==> src/rtl/bfla_ram.sv <==
// Generic single-write, single-read RAM with registered read data.
`timescale 1ns / 1ps

module bfla_ram #(
   parameter int WIDTH = 8,
   parameter int DEPTH = 16,
   localparam int AW = (DEPTH > 1) ? $clog2(DEPTH) : 1
) (
   input  logic             clock,
   input  logic             wr_en,
   input  logic [AW-1:0]    wr_addr,
   input  logic [WIDTH-1:0] wr_data,
   input  logic             rd_en,
   input  logic [AW-1:0]    rd_addr,
   output logic [WIDTH-1:0] rd_data
);

   logic [WIDTH-1:0] mem_ff [DEPTH];
   logic [WIDTH-1:0] rd_data_ff;

   always_ff @(posedge clock) begin
      if (wr_en) begin
         mem_ff[wr_addr] <= wr_data;
      end
      if (rd_en) begin
         rd_data_ff <= mem_ff[rd_addr];
      end
   end

   assign rd_data = rd_data_ff;

endmodule

==> config.mk <==
export PLATFORM = sky130hd
export DESIGN_NAME = bfla_ram
export DESIGN_NICKNAME = d
export VERILOG_FILES = /design/src/rtl/bfla_ram.sv
export SDC_FILE = /design/constraint.sdc
export NUM_CORES = 1
export LEC_CHECK = 0
export ABC_CLOCK_PERIOD_IN_PS = 1940
export BUFFER_PORTS_ARGS = -buffer_cell sky130_fd_sc_hd__buf_2
export CORE_MARGIN = 1.5
export CORE_UTILIZATION = 50
export DETAILED_ROUTE_END_ITERATION = 8
export GPL_TIMING_DRIVEN = 0
export PLACE_DENSITY = 0.71
export SYNTH_ARGS = -nofsm -noshare
export SYNTH_HDL_FRONTEND = slang
export SYNTH_SLANG_ARGS = --single-unit
==> constraint.sdc <==
create_clock -name clock -period 1.94 [get_ports clock]
set_input_delay 0.097 -clock clock [delete_from_list [all_inputs] [get_ports clock]]
set_output_delay 0.097 -clock clock [all_outputs]
set_load 0.005 [all_outputs]
==> flow_summary.toml <==
[outcome]
status = "finished, final reports clean"

[clocking]
post_cts_buffers = 0
cts_resized = 0
cts_tree = "yes"
clockRootBuffer = "clkbuf_8"
path_clk_slew_ps = 60
worstSkewPairLatency_ps = 510
cts_max_level = 4
cts_buffers = 17
clock-sinks = 136
clk_path_buf_depth = 2

[min_path]
min_path_cells = 2
min_to = "mem_ff[0][0]"
min_from = "wr_addr[0]"
hp-class = "in -> reg"

[global_route]
grt_usage = 0.188
grt_pass1_vias = 2415
overflow = 0
grt_max_degree = 17
grt_antenna_before_repair = 0
grt_pass1_wl_mm = 14.1

[cells_and_area]
fillers = 708
layout.nets = 301
drive_gt1_frac = 0.288
multi_input_area_um2 = 1060
num_antenna_cells = 0
regArea_um2 = 4080
areaGrowthSynthToFinish_pct = 18.3
final_util = 0.605

[placed_design]
port_buffers = 25
gp_congestion = 0.709
dp_hpwl_mm = 5.92

[routing]
vias = 2413
wirelength_mm = 9.49
wl_per_cell_um = 22.0
initialDrtViolationCount = 179
dr.pass1.iters = 5
drc = 0
drtAntennaViolNets = 0
vias_per_cell = 5.60

[die]
ios = 27
coreArea_um2 = 10200
start_util = 0.511
fp.dieW_um = 105
row_count = 37
die_h_um = 105
die_area_um2 = 11100

[critical_path]
regToRegSetupSlack_ps = 380
cp.required_ps = 2200
r2r-start = "mem_ff[5][0]"
end_kind = "flip-flop"
worstPathMaxFanout = 1
cp-startpoint = "mem_ff[5][0]"
worstSetupPathType = "reg -> reg"
arrival_ps = 1820
reg2reg_to = "rd_data[0]"
start_kind = "flip-flop"
r2r_cells = 3

[logic_synthesis]
post-synth-top-count-cell = "edfxtp_1"
yosysUniqueCellTypes = 18
yosysTopAreaCellShare = 0.781
synth_edf_count = 136
syn_area_um2 = 5230
synth_warnings = 0
synth_area_leader_cell = "edfxtp_1"
synthTopCellsByArea = "edfxtp_1 78%, mux4_2 7.8%, mux4_1 7.0%, a22oi_1 2.3%, nor2_1 0.93%"
synth_cells = 229
synthTopCellsByCount = "136 x edfxtp_1, 18 x mux4_2, 16 x a22oi_1, 14 x mux4_1, 13 x nor2_1"
synthFlopType = "edfxtp_1"
synth_nets = 248
synth.avg_cell_area_um2 = 22.8
synth-seq-cells = 136
async_flop_share = 0
yosysSeqAreaShare = 0.781

[sta]
finalCriticalPeriod_ps = 1560
skew_ps = 5.32
worst_hold_slack_ps = 81.3
setup_viol = 0
fmax_mhz = 640
finalHoldViolCount = 0
period_share = 0.805
tightest_slew_ps = 1260
maxSlewHeadroom = 0.151
maxSlewViolCount = 0
grt_setup_unrepaired = "no"

[pwr]
power.switching_uw = 1370
ir_drop_mv = 0.519
power.density_nw_per_um2 = 1070
combinationalPowerShare = 0.048
cellLeakagePower_uw = 0.00205
sw_frac_of_total = 0.206
intPower_uw = 5280
clockPowerShare = 0.452
p_seq_frac = 0.500

[run]
cap_violations = 0
-- cell families (layout without fill, tap and decap cells) --
| kind of cell | after synthesis | after routing | synth area share |
|---|---|---|---|
| flops | 136 | 136 | 0.781 |
| buf+inv | 10 | 76 | 0.0165 |
| simple gates | 35 | 35 | 0.0314 |
| compound gates | 16 | 16 | 0.0230 |
| mux | 32 | 32 | 0.148 |
-- area by class of cell --
type                    count  share of cell area
clock inverters            15              0.0249
multi-input cells          83               0.172
flip-flops and latches    136               0.660
repair buffers             34              0.0348
plain buffers              10              0.0140
clock buffers              17              0.0669
well taps                 136              0.0275
-- cells in the final DEF (no fill, tap or decap), drive strengths merged --
cell           count
or3b               1
edfxtp           136
clkinv             6
dlygate4sd3        9
clkinvlp           5
clkdlybuf4s25      3
nor2              13
nor3               4
and2b              1
and2               1
nand2              9
a22oi             16
nor2b              1
clkbuf            17
nand2b             2
inv                2
nand3              1
nand3b             2
bufinv             2
mux4              32
buf               32
-- registers in the layout (all words and copies together), names as in the netlist --
name     flops
rd_data      8
mem_ff     128
-- metal layers --
| metal | share of wire | global-route usage | wire length (µm) |
|---|---|---|---|
| met4 | 0.018 | 0.0841 | 175 |
| met2 | 0.49 | 0.286 | 4630 |
| met1 | 0.44 | 0.260 | 4150 |
| met3 | 0.056 | 0.0489 | 535 |
| met5 | 0 | 0 | 0 |
-- power groups by stage --
stage,clock (µW),sequential (µW),combinational (µW)
after detailed placement,0,3390,307
after global placement,0,3380,299
after global routing,3160,3330,345
after CTS,3050,3330,322
final,3000,3330,319
after floorplan,0,3390,167
-- critical path, stage by stage, from the launching register on --
cell and delay (ps):
edfxtp_1 370, mux4_1 550, a22oi_1 270, nand2_1 110
-- through the flow --
step / setup TNS, ps / instance area (µm²) / std cells / setup slack, ps / total power [µW]
after detailed placement: -1960 / 5520 / 390 / -246 / 3690
after floorplan: 0 / 5230 / 229 / 350 / 3550
after global routing: 0 / 6190 / 431 / 319 / 6840
after CTS: 0 / 6180 / 431 / 292 / 6690
final: 0 / 6190 / 431 / 378 / 6650
after global placement: -1730 / 5520 / 390 / -216 / 3680
-- what timing repair did --
action                                  in CTS  in global routing
endpoints found under the setup margin       0                  0
hold endpoints to repair                   134                  0
hold buffers                                 9                  0
-- worst max path at each step --
stage,endpoint,cells after the start
5_1_grt,rd_data[0],3
3_3_place_gp,mem_ff[0][4],3
3_5_place_dp,mem_ff[0][2],3
4_1_cts,mem_ff[0][1],3
6_report,rd_data[0],3
2_1_floorplan,mem_ff[0][0],2
No activity file was read; power rests on OpenSTA's default activity.
